**config.mk**
```make
export PLATFORM = sky130hd
export DESIGN_NAME = ltgi_div
export DESIGN_NICKNAME = d
export VERILOG_FILES = /design/src/design/ltgi_pkg.sv /design/src/design/ltgi_div.sv
export SDC_FILE = /design/constraint.sdc
export NUM_CORES = 1
export LEC_CHECK = 0
export BUFFER_PORTS_ARGS = -buffer_cell sky130_fd_sc_hd__clkbuf_2
export CAP_MARGIN = 20
export CORE_UTILIZATION = 35
export CTS_CLUSTER_DIAMETER = 200
export DETAILED_ROUTE_END_ITERATION = 12
export PLACE_DENSITY = 0.53
export SLEW_MARGIN = 20
export SYNTH_ARGS = -nofsm -noshare
export SYNTH_HDL_FRONTEND = slang
export SYNTH_SLANG_ARGS = --single-unit
```
**constraint.sdc**
```tcl
create_clock -name clk -period 18.5 [get_ports clk]
set_input_delay 1.85 -clock clk [delete_from_list [all_inputs] [get_ports clk]]
set_output_delay 1.85 -clock clk [all_outputs]
set_load 0.005 [all_outputs]
```
**src/design/ltgi_pkg.sv**
```systemverilog
// Shared types and constants for the transfinite grid interpolator.
`timescale 1ns / 1ps
package ltgi_pkg;

    localparam int IDX_IN_W     = 10;
    localparam int CFG_W        = 11;
    localparam int CFG_IDX_W    = 1;
    localparam int IO_COORD_W   = 32;
    localparam int QBITS        = 16;
    localparam int WBITS        = QBITS + 1;
    localparam int DIV_STAGES   = 4;
    localparam int DIV_BPS      = QBITS / DIV_STAGES;
    localparam int BLEND_STAGES = 4;
    localparam int LAT          = 1 + DIV_STAGES + BLEND_STAGES + 1;

    localparam logic [WBITS-1:0] ONE_Q16 = WBITS'(1) << QBITS;

    localparam logic REQ_LOAD   = 1'b0;
    localparam logic REQ_INTERP = 1'b1;

    localparam logic [CFG_IDX_W-1:0] CFG_GRID_WIDTH  = 1'b0;
    localparam logic [CFG_IDX_W-1:0] CFG_GRID_HEIGHT = 1'b1;

    typedef enum logic [1:0] {
        ST_LOADED = 2'd0,
        ST_INTERP = 2'd1,
        ST_BAD    = 2'd2,
        ST_SAT    = 2'd3
    } status_t;

    typedef struct packed {
        logic                         req_type;
        logic [IDX_IN_W-1:0]          col_index;
        logic [IDX_IN_W-1:0]          row_index;
        logic signed [IO_COORD_W-1:0] coord_x;
        logic signed [IO_COORD_W-1:0] coord_z;
    } req_t;

    typedef struct packed {
        logic signed [IO_COORD_W-1:0] out_x;
        logic signed [IO_COORD_W-1:0] out_z;
        status_t                      status;
    } rsp_t;

    typedef struct packed {
        logic interp;
        logic bad;
    } ctl_t;

endpackage

```
**src/design/ltgi_div.sv**
```systemverilog
// Pipelined restoring divider for the Q0.16 interpolation weight.
`timescale 1ns / 1ps
module ltgi_div #(
    parameter int DW = 11
) (
    input  logic                       clk,
    input  logic                       en,
    input  logic [DW-1:0]              num,
    input  logic [DW-1:0]              den,
    output logic [ltgi_pkg::QBITS-1:0] quo
);

    localparam int NS  = ltgi_pkg::DIV_STAGES;
    localparam int BPS = ltgi_pkg::DIV_BPS;
    localparam int QB  = ltgi_pkg::QBITS;

    logic [DW-1:0] rem_in   [NS];
    logic [QB-1:0] quo_in   [NS];
    logic [DW-1:0] rem_next [NS];
    logic [QB-1:0] quo_next [NS];
    logic [DW-1:0] rem_reg  [NS];
    logic [QB-1:0] quo_reg  [NS];

    assign rem_in[0] = num;
    assign quo_in[0] = '0;

    for (genvar g = 0; g < NS; g++)
    begin : g_stage
        if (g > 0)
        begin : g_link
            assign rem_in[g] = rem_reg[g-1];
            assign quo_in[g] = quo_reg[g-1];
        end

        // numerator starts as index*2^16 with index < den, so the remainder
        // begins at the index and one quotient bit falls out per step
        always_comb
        begin
            logic [DW:0]   r2;
            logic [DW-1:0] r;
            logic [QB-1:0] q;
            r = rem_in[g];
            q = quo_in[g];
            for (int b = 0; b < BPS; b++)
            begin
                r2 = {r, 1'b0};
                if (r2 >= {1'b0, den})
                begin
                    r2 = r2 - {1'b0, den};
                    q  = {q[QB-2:0], 1'b1};
                end
                else
                begin
                    q  = {q[QB-2:0], 1'b0};
                end
                r = r2[DW-1:0];
            end
            rem_next[g] = r;
            quo_next[g] = q;
        end

        always_ff @(posedge clk)
        begin
            if (en)
            begin
                rem_reg[g] <= rem_next[g];
                quo_reg[g] <= quo_next[g];
            end
        end
    end

    assign quo = quo_reg[NS-1];

endmodule

```
[Yosys cells after proc, flatten, opt, wreduce, memory -nomap -nowiden]
Memory sizes are Yosys's and may differ from the RTL's.
Cells that the tools add are included.
Storage, ports and cells
  memories: 2
  RAM bits: 108
  word-level logic and storage cells: 68
  bits in registers: 0
Cells by class
  $lt $le $gt $ge: 16
  multiplexer cells: 34
  add/subtract/negate cells: 16
Memory list
  quo_reg: depth 4, bits a word 16, rd ports 4, clocked after Yosys merged registers in 0, wr ports 4, RTL line ltgi_div.sv:22  | logic [QB-1:0] quo_reg [NS];
  rem_reg: depth 4, bits a word 11, rd ports 3, clocked after Yosys merged registers in 0, wr ports 4, RTL line ltgi_div.sv:21  | logic [DW-1:0] rem_reg [NS];
Operators with widths (count)
  greater-or-equal comparator 12 x 11 -> 1 bit: 16
  2-to-1 mux 11 bit: 16
  subtractor 11 bit: 16
  2-to-1 mux 1 bit: 18

[Longest topological paths before layout]
Gate-level depths: netlist of run 1.
An unclocked memory read counts as a cell.
  depth in word-level cells: 9
  mapped depth: 45

[Worst setup path before layout of run 1]
Ideal clock, no wire load.
  path type: in2reg
  start: input port den[0]
  end: memory rem_reg[1][4], data pin
  path buffers: 6
  library setup time: 0.261 ns
  arrival time: 9.995 ns
  cell stages on the path: 43
  setup slack: 8.244 ns
  data required time: 18.239 ns
  path through: buf_4 > buf_4 > inv_2 > clkbuf_1 > ha_1 > nand3_1 > o31ai_1 > o31ai_4 > clkbuf_1 > nand2_1 > o21ai_0 > ha_1 > and3_1 > a22oi_1 > a21o_1 > a21oi_1 > nand2_1 > and2_1 > [7 not listed] > and3_1 > a221oi_4 > a211oi_1 > nor3_1 > or3b_1 > o21ai_1 > xnor2_1 > a21oi_1 > ha_1 > a21o_1 > a2111oi_4 > o31ai_1 > o41ai_2 > nand2_1 > a21oi_2 > a21o_2 > inv_2 > a221o_1
RTL lines
  start: declaration: RTL line ltgi_div.sv:9  | input logic [DW-1:0] den,
  end: declaration: RTL line ltgi_div.sv:21

==> results of run 1 <==
==> worst register-to-register path, delay by kind of cell, from the launching register on <==
kind,cells,cell delay [ns]
compound gates,18,5.08
simple gates,7,1.88
mux,1,0.35
fa+ha+maj,4,1.48
buf+inv,5,0.73
flops,1,0.39
==> placed cells by master (no fill, tap or decap), types with 13 or more instances in the layout <==
| cell | count |
|---|---|
| a21o_1 | 39 |
| a21oi_1 | 95 |
| and2_1 | 20 |
| and3_1 | 20 |
| buf_4 | 13 |
| clkbuf_2 | 38 |
| edfxtp_1 | 73 |
| ha_1 | 163 |
| inv_1 | 82 |
| mux2_2 | 47 |
| mux2i_1 | 21 |
| nand2_1 | 93 |
| nand2b_1 | 24 |
| nand3_1 | 36 |
| nor2_1 | 117 |
| nor2b_1 | 29 |
| nor3_1 | 30 |
| o211ai_1 | 14 |
| o21a_1 | 17 |
| o21ai_0 | 89 |
| o221ai_1 | 13 |
| o31ai_1 | 13 |
| xnor2_1 | 55 |
| xor2_1 | 41 |
==> layer usage <==
layer / part of all wire [%] / global-route usage (%) / vias up
met1: 50 / 25.04 / 4817
met4: 1.7 / 5.109 / 0
li1: - / - / 5135
met3: 2.8 / 2.306 / 28
met2: 46 / 31.46 / 151
met5: 0 / 0 / -
==> cells by family after synthesis <==
logic type / after synthesis / synth area share, %
and+or+nand+nor: 423 / 18.43
buffers and inverters: 114 / 4.244
DFF: 73 / 19.36
muxes: 77 / 7.658
AOI/OAI and AO/OA: 400 / 24.16
xor gates and xnor gates: 96 / 7.426
adders and majority gates: 167 / 18.72
==> area by class of cell <==
| class | count | area [µm²] | share of cell area (%) |
|---|---|---|---|
| multi-input cells | 1163 | 8650 | 70.54 |
| flip-flops and latches | 73 | 2192 | 17.88 |
| well taps | 402 | 503.0 | 4.102 |
| inverters | 91 | 341.6 | 2.786 |
| repair buffers | 51 | 287.8 | 2.347 |
| clock buffers | 10 | 229.0 | 1.867 |
| clock inverters | 6 | 58.81 | 0.4796 |
==> metrics by stage <==
stage / util, % / worst slack, ns / area [µm²] / hold slack, ns
2_1_floorplan: - / 8.244 / 11320 / 0.4003
3_3_place_gp: 37.75 / 6.206 / 11970 / 0.4008
3_5_place_dp: 37.75 / 6.016 / 11970 / 0.4052
4_1_cts: 38.66 / 6.342 / 12260 / 0.4203
5_1_grt: 38.66 / 5.442 / 12260 / 0.4251
6_report: 38.66 / 6.374 / 12260 / 0.4181
==> worst min path at each step <==
| stage | endpoint | slack [ns] | depth (start not counted) |
|---|---|---|---|
| final | quo_reg[2][11] | 0.42 | 0 |
| after global routing | quo_reg[3][12] | 0.43 | 0 |
| after CTS | quo_reg[2][11] | 0.42 | 0 |
| after detailed placement | quo_reg[2][11] | 0.41 | 0 |
| after global placement | quo_reg[3][4] | 0.40 | 0 |
| after floorplan | quo_reg[1][4] | 0.40 | 0 |
==> results.json, run 1 <==
{
  "core_mm2": 0.03172,
  "ys_async_sr_fraction_pct": 0,
  "netlist_instances": 1350,
  "drc": 0,
  "cp.depth": 36,
  "dp_hpwl_um": 23130,
  "critPathMostFrequentCell": "ha_1",
  "arrival_ns": 12.23,
  "critPathBufInv": 6,
  "cts_root_buf": "clkbuf_16",
  "die_area_mm2": 0.03307,
  "cts-htree-levels": 3,
  "status": "finished, final reports clean",
  "fin_nets": 1580,
  "yosysTopAreaCell": "edfxtp_1",
  "cp_slowest_cell": "o41ai_1",
  "synth_cell_types": 81,
  "synth_edf_count": 73,
  "cts_tree": "yes",
  "path_class": "in -> reg",
  "dp_cells": 1780,
  "drt_iter0_markers": 587,
  "reg2reg_from": "rem_reg[0][0]",
  "min_from": "quo_reg[1][7]",
  "post-route-min-period_ns": 12.13,
  "start_util_pct": 35.70,
  "port-buffer-count": 39,
  "ys_ff_latch": 73,
  "hold_viol_final": 0,
  "netlist_area_mm2": 0.01132,
  "reg2reg_to": "rem_reg[1][8]",
  "rows": 65,
  "hp-class": "reg -> reg",
  "max-cap-violations": 0,
  "cp_data_required_time_ns": 18.60,
  "fmax_mhz": 82.46,
  "seq_area_frac_synth_pct": 19.36,
  "post_drt_wl_per_cell_um": 17.18,
  "ctsHoldBuffers": 0,
  "overflow": 0,
  "grt_antenna_before_repair": 0,
  "cp-endpoint": "rem_reg[1][8]",
  "track_usage_pct": 18.68,
  "cp_top_family": "compound AO/OA/AOI/OAI gates",
  "crit_path_max_incr_delay_ns": 0.57,
  "cts_resized": 0,
  "viasPerCell": 5.641,
  "crit_fanout": 19,
  "max-clock-path-buffers": 2,
  "syn_area_per_cell_um2": 8.387,
  "tightest_slew_ns": 0.9643,
  "antenna_cells": 0,
  "yosysWarningCount": 0,
  "synth_most_common_cell": "ha_1",
  "ff2ff_path_depth": 35,
  "rsz0062_at_grt": "no",
  "cts_setup_buffers": 0,
  "synth_area_leaders": "edfxtp_1 (19%), ha_1 (18%), mux2_2 (4.7%), xnor2_1 (4.3%), a21oi_1 (4.2%)",
  "vias": 10130,
  "synth_flop_cell": "edfxtp_1",
  "drive_gt1_share_pct": 11.26,
  "die_h_um": 181.9,
  "cts_buffers": 9,
  "grt_pass1_wl_um": 49400,
  "finalClockSkew_ns": 0.005223,
  "setup_viol": 0,
  "reg2reg_slack_ns": 8.32,
  "first_pass_iters": 5,
  "synth_nets": 1541,
  "period_share_pct": 65.55,
  "slew_viol_final": 0,
  "startpoint": "den[1]",
  "synth_top_area_share_pct": 19.36,
  "cp-start-kind": "primary input",
  "largest_reg_flops": 40,
  "ys_top_cells_by_count": "ha_1 (163), nor2_1 (117), a21oi_1 (95)",
  "num_io_pins": 40,
  "setup_tns_ns": 0,
  "clock_latency_ns": 0.36,
  "cts_num_sinks": 73,
  "gp_congestion": 0.9004,
  "final_cell_count_no_fill": 1796,
  "crit_path_end_kind": "flip-flop",
  "die_w_um": 181.9,
  "first_global_vias": 9602,
  "fillers": 3221,
  "clkTransAtPathRegs_ns": 0.06,
  "routed_wl_um": 30860,
  "grt_max_degree": 58,
  "relSlewSlack_pct": 35.71,
  "area_growth_pct": 8.300,
  "drt.antenna.violating_nets": 0
}
Power of run 1 is left out: the tool's default activity adds up to more than one toggle a clock period on the data nets, which glitch-free logic cannot reach.
==> run 2: changes to the inputs <==
Settings changed: ABC_AREA set to 1, PLACE_DENSITY 0.53 to 0.55.
Clock period 18.5 ns to 10.37 ns, I/O delays scaled along.
==> run 2 against run 1 <==
  * Clock skew grew 0.011 ns
  * Final cell count grew 20%
  * Wire length grew 3.9%
  * Via count grew 6.7%
  * Non-clock buffer count grew 8
==> results.json, run 2 <==
{
  "ys_ff_latch": 73,
  "antenna_cells": 0,
  "yosysWarningCount": 0,
  "min_from": "quo_reg[1][6]",
  "die_w_um": 183.2,
  "ctsHoldBuffers": 0,
  "pre_cts_ws_ns": 1.067,
  "netlist_area_mm2": 0.01149,
  "period_share_pct": 85.14,
  "status": "finished, final reports clean",
  "cp_data_required_time_ns": 10.49,
  "synthAdderAreaFrac_pct": 18.44,
  "drt_iter0_markers": 557,
  "arrival_ns": 8.95,
  "synth_most_common_cell": "nand2_1",
  "crit_fanout": 25,
  "synth_flop_cell": "edfxtp_1",
  "reg2reg_to": "rem_reg[1][8]",
  "multi_input_area_mm2": 0.008366,
  "post-route-min-period_ns": 8.829,
  "fillers": 3340,
  "hold_end": "quo_reg[2][10]",
  "final_cell_mix": "nand2_1 (468), inv_1 (192), ha_1 (163), a21oi_1 (130), nor2_1 (115)",
  "critPathMostFrequentCell": "nand2_1",
  "hold_viol_final": 0,
  "vias": 10810,
  "cts_tree": "yes",
  "port-buffer-count": 39,
  "drt.antenna.violating_nets": 0,
  "hp-class": "reg -> reg",
  "core_mm2": 0.03196,
  "rows": 65,
  "synth_edf_count": 73,
  "first_pass_iters": 5,
  "slew_viol_final": 0,
  "dp_hpwl_um": 25320,
  "tightest_slew_ns": 1.075,
  "max-cap-violations": 0,
  "synth_compound_area_share_pct": 15.99,
  "netlist_instances": 1672,
  "grt_max_degree": 74,
  "post_drt_wl_per_cell_um": 14.86,
  "finalClockSkew_ns": 0.01618,
  "fmax_mhz": 113.3,
  "ys_top_cells_by_count": "nand2_1 (468), inv_1 (192), ha_1 (163)",
  "drc": 0,
  "setup_viol": 0,
  "setup_tns_ns": 0,
  "cts_root_buf": "clkbuf_16",
  "yosysTopAreaCell": "edfxtp_1",
  "ff_latch_area_mm2": 0.002192,
  "die_h_um": 183.2,
  "clock_latency_ns": 0.37,
  "viasPerCell": 5.011,
  "drive_gt1_share_pct": 8.880,
  "synth-simple-area-share_pct": 28.82,
  "final_common_cell": "nand2_1",
  "routed_wl_um": 32080,
  "largest_reg_flops": 40,
  "reg2reg_slack_ns": 2.39,
  "gp_congestion": 0.8940,
  "die_area_mm2": 0.03357,
  "cts_num_sinks": 73,
  "num_io_pins": 40,
  "seq_area_frac_synth_pct": 19.07,
  "synth_top_area_share_pct": 19.07,
  "rsz0062_at_grt": "no",
  "synth_mux_area_share_pct": 0,
  "relSlewSlack_pct": 28.32,
  "cp-start-kind": "primary input",
  "cp_slowest_cell": "fa_1",
  "grt_antenna_before_repair": 0,
  "fin_nets": 1909,
  "cts_setup_buffers": 0,
  "start_util_pct": 35.96,
  "ys_async_sr_fraction_pct": 0,
  "max-clock-path-buffers": 2,
  "synth_xor_area_share_pct": 9.524,
  "cts_buffers": 9,
  "track_usage_pct": 19.59,
  "synth_nets": 1863,
  "min_path_cells": 0,
  "syn_area_per_cell_um2": 6.875,
  "reg2reg_from": "rem_reg[0][0]",
  "fin_ws_ns": 1.541,
  "synth_top_family_by_area": "simple AND/OR/NAND/NOR gates",
  "clkTransAtPathRegs_ns": 0.07,
  "synth_area_leaders": "edfxtp_1 (19%), ha_1 (18%), nand2_1 (15%), xor2_1 (6.9%), inv_1 (6.3%)",
  "crit_path_end_kind": "flip-flop",
  "path_class": "in -> reg",
  "cts-htree-levels": 3,
  "grt_pass1_wl_um": 52210,
  "synth_cell_types": 51,
  "area_growth_pct": 9.209,
  "overflow": 0,
  "cts_resized": 0,
  "first_global_vias": 10310,
  "ff2ff_path_depth": 39,
  "crit_path_max_incr_delay_ns": 0.63
}
==> run 2: cell types whose count changed in the layout (fill, tap and decap cells not counted), moves of 20 or more <==
cell and change:
a21o_1 -33, a21oi_1 +35, and3_1 -20, inv_1 +110
mux2_2 -47, mux2i_1 -21, nand2_1 +375, nand2b_1 -24
nand3_1 +43, nor2b_1 -29, xnor2_1 -20, xor2_1 +49
==> run 2: layout make-up <==
cell class                 instances  area share (%)
clock buffer                       9           1.794
inverter                         198           6.000
sequential                        73           17.46
timing repair buffer              59           2.771
clock inverter                     7          0.9967
multi-input combinational       1377           66.64
tap                              435           4.336
==> run 2: how the worst max path moves through the flow <==
stage                     cells after the start  slack (ns)  startpoint             to
after detailed placement                     38        1.07      den[0]  rem_reg[1][8]
after floorplan                              50        2.38      den[0]  rem_reg[2][9]
after global placement                       43        1.16      den[3]  rem_reg[0][7]
after CTS                                    40        1.45      den[0]  rem_reg[1][8]
after global routing                         40        0.50      den[0]  rem_reg[1][2]
final                                        39        1.54      den[0]  rem_reg[1][8]
==> run 2: cells by family after synthesis <==
| family | after synthesis |
|---|---|
| and+or+nand+nor | 763 |
| adders and majority gates | 167 |
| buffers and inverters | 222 |
| xor gates and xnor gates | 125 |
| AOI/OAI and AO/OA | 322 |
| DFF | 73 |
==> run 2: metrics by stage <==
step                area, µm²  utilization [%]  instances  hold WS [ns]
floorplan               11490                -       1672        0.4003
global placement        12200            38.18       2142        0.4004
detailed placement      12200            38.18       2142        0.4045
CTS                     12550            39.28       2158        0.4206
global route            12550            39.28       2158        0.4248
finish                  12550            39.28       2158        0.4203
==> run 2: worst max-delay path: cells and delay by family <==
kind | cells | cell delay [ns]
compound gates | 13 | 2.24
buf+inv | 3 | 0.77
fa+ha+maj | 4 | 1.55
simple gates | 19 | 3.32
==> run 2: per-layer routing <==
metal	wire, µm	share of wire, %	global-route usage, %
met1	15180	47	25.02
met5	0	0	0
met2	14820	46	33.66
met4	1088	3.4	7.800
met3	987	3.1	2.065
Power of run 2 is left out for the same reason.
==> run 3: changes to the inputs <==
Settings changed: ABC_AREA 1 to unset.
==> run 3 against run 2 <==
  * Die area is 1.5% lower
  * Final area increased by 1.2%
  * Utilization increased by 0.78 points
  * Non-clock buffer count rose by 35
  * Count of clock-buffer cells in the layout unchanged
  * Via count decreased by 3.7%
  * Flip-flop and latch count is the same
  * Sequential share of layout area decreased by 0.21 points
  * Global-route usage grew 0.18 points
  * Critical path depth shrank 2
  * Largest cell class unchanged
==> results.json, run 3 (synthesized netlist as in run 1, its figures left out) <==
{
  "routed_wl_um": 32880,
  "start_util_pct": 35.70,
  "area_growth_pct": 12.21,
  "cp.depth": 37,
  "drt_iter0_markers": 628,
  "num_io_pins": 40,
  "first_pass_iters": 5,
  "cts_root_buf": "clkbuf_16",
  "ff2ff_path_depth": 36,
  "min_path_cells": 0,
  "fin_nets": 1623,
  "critPathBufInv": 6,
  "die_area_mm2": 0.03307,
  "hold_viol_final": 0,
  "vias": 10410,
  "postPlaceCellArea_mm2": 0.01224,
  "status": "finished, final reports clean",
  "max-clock-path-buffers": 2,
  "setup_viol": 0,
  "final_common_cell": "ha_1",
  "met1_usage_pct": 25.94,
  "cts_num_sinks": 73,
  "path_class": "in -> reg",
  "fin_area_mm2": 0.01270,
  "cts-htree-levels": 3,
  "tightest_slew_ns": 0.8287,
  "grt_pass1_wl_um": 51760,
  "first_global_vias": 9851,
  "slew_viol_final": 0,
  "clkTransAtPathRegs_ns": 0.07,
  "largest_reg_flops": 40,
  "die_w_um": 181.9,
  "cp_data_required_time_ns": 10.47,
  "clock_latency_ns": 0.36,
  "cp_top_family": "compound AO/OA/AOI/OAI gates",
  "critPathMostFrequentCell": "ha_1",
  "grt_antenna_before_repair": 2,
  "cts_tree": "yes",
  "max-cap-violations": 0,
  "viasPerCell": 5.657,
  "relSlewSlack_pct": 44.75,
  "grt_max_degree": 58,
  "period_share_pct": 95.05,
  "cts_buffers": 9,
  "ctsHoldBuffers": 0,
  "final_cell_mix": "ha_1 (163), nor2_1 (117), a21oi_1 (94), nand2_1 (93), o21ai_0 (88)",
  "grt-busiest-layer": "met2",
  "fmax_mhz": 101.5,
  "arrival_ns": 9.96,
  "cp-start-kind": "primary input",
  "drc": 0,
  "crit_fanout": 16,
  "use_met2_pct": 32.38,
  "rows": 65,
  "port-buffer-count": 39,
  "overflow": 0,
  "drt.antenna.violating_nets": 0,
  "final_cell_count_no_fill": 1840,
  "fillers": 3263,
  "met3_usage_pct": 2.487,
  "post_drt_wl_per_cell_um": 17.87,
  "crit_path_end_kind": "flip-flop",
  "fin_util_pct": 40.06,
  "die_h_um": 181.9,
  "dp_cells": 1816,
  "gp_congestion": 0.8984,
  "drive_gt1_share_pct": 14.62,
  "track_usage_pct": 19.77,
  "cp_slowest_cell": "or3_1",
  "dp_hpwl_um": 25700,
  "setup_tns_ns": 0,
  "hp-class": "reg -> reg",
  "core_mm2": 0.03172,
  "crit_path_max_incr_delay_ns": 0.44,
  "post-route-min-period_ns": 9.857,
  "finalClockSkew_ns": 0.009984
}
## run 3: changes by cell type in the layout (fill, tap and decap cells not counted), sizes merged, moves of 21 or more
| cell | delta |
|---|---|
| buf | +35 |
| o21ai | -40 |
| mux2i | +21 |
| inv | -109 |
| nand2b | +24 |
| nor2b | +29 |
| a21o | +34 |
| xor2 | -49 |
| nand2 | -393 |
| nand3 | -52 |
| mux2 | +56 |
| a21oi | -37 |
## run 3: worst paths after layout
path,from,endpoint,slack (ns)
max reg2reg,rem_reg[0][0],rem_reg[1][8],1.15
min,quo_reg[2][1],quo_reg[3][5],0.42
max,den[6],rem_reg[2][10],0.51
min reg2reg,quo_reg[2][1],quo_reg[3][5],0.42
## run 3: per-stage QoR
stage,worst slack (ns),hold slack [ns]
final,0.5131,0.4197
after global routing,-0.01920,0.4239
after CTS,0.2030,0.4200
after detailed placement,-0.1329,0.4045
after global placement,-0.1676,0.4021
after floorplan,0.9271,0.4003
## run 3: per-layer routing
layer / share of wire (%) / vias to the layer above / wire length (µm)
li1: - / 5237 / -
met1: 48 / 4920 / 15730
met2: 45 / 194 / 14930
met3: 3.4 / 57 / 1114
met4: 3.3 / 0 / 1101
met5: 0 / - / 0
## run 3: layout make-up
cell class / instances / area, µm² / share of cell area [%]
sequential: 73 / 2192 / 17.25
clock inverter: 6 / 107.6 / 0.8470
inverter: 91 / 344.1 / 2.708
antenna: 2 / 5.005 / 0.03939
clock buffer: 9 / 225.2 / 1.773
timing repair buffer: 94 / 635.6 / 5.003
multi-input combinational: 1163 / 8692 / 68.42
tap: 402 / 503.0 / 3.959
## run 3: timing repair
item,4_1_cts,5_1_grt
endpoints found under the setup margin,0,32
buffers inserted,0,7
resized for setup,0,12
Power of run 3 is left out for the same reason.
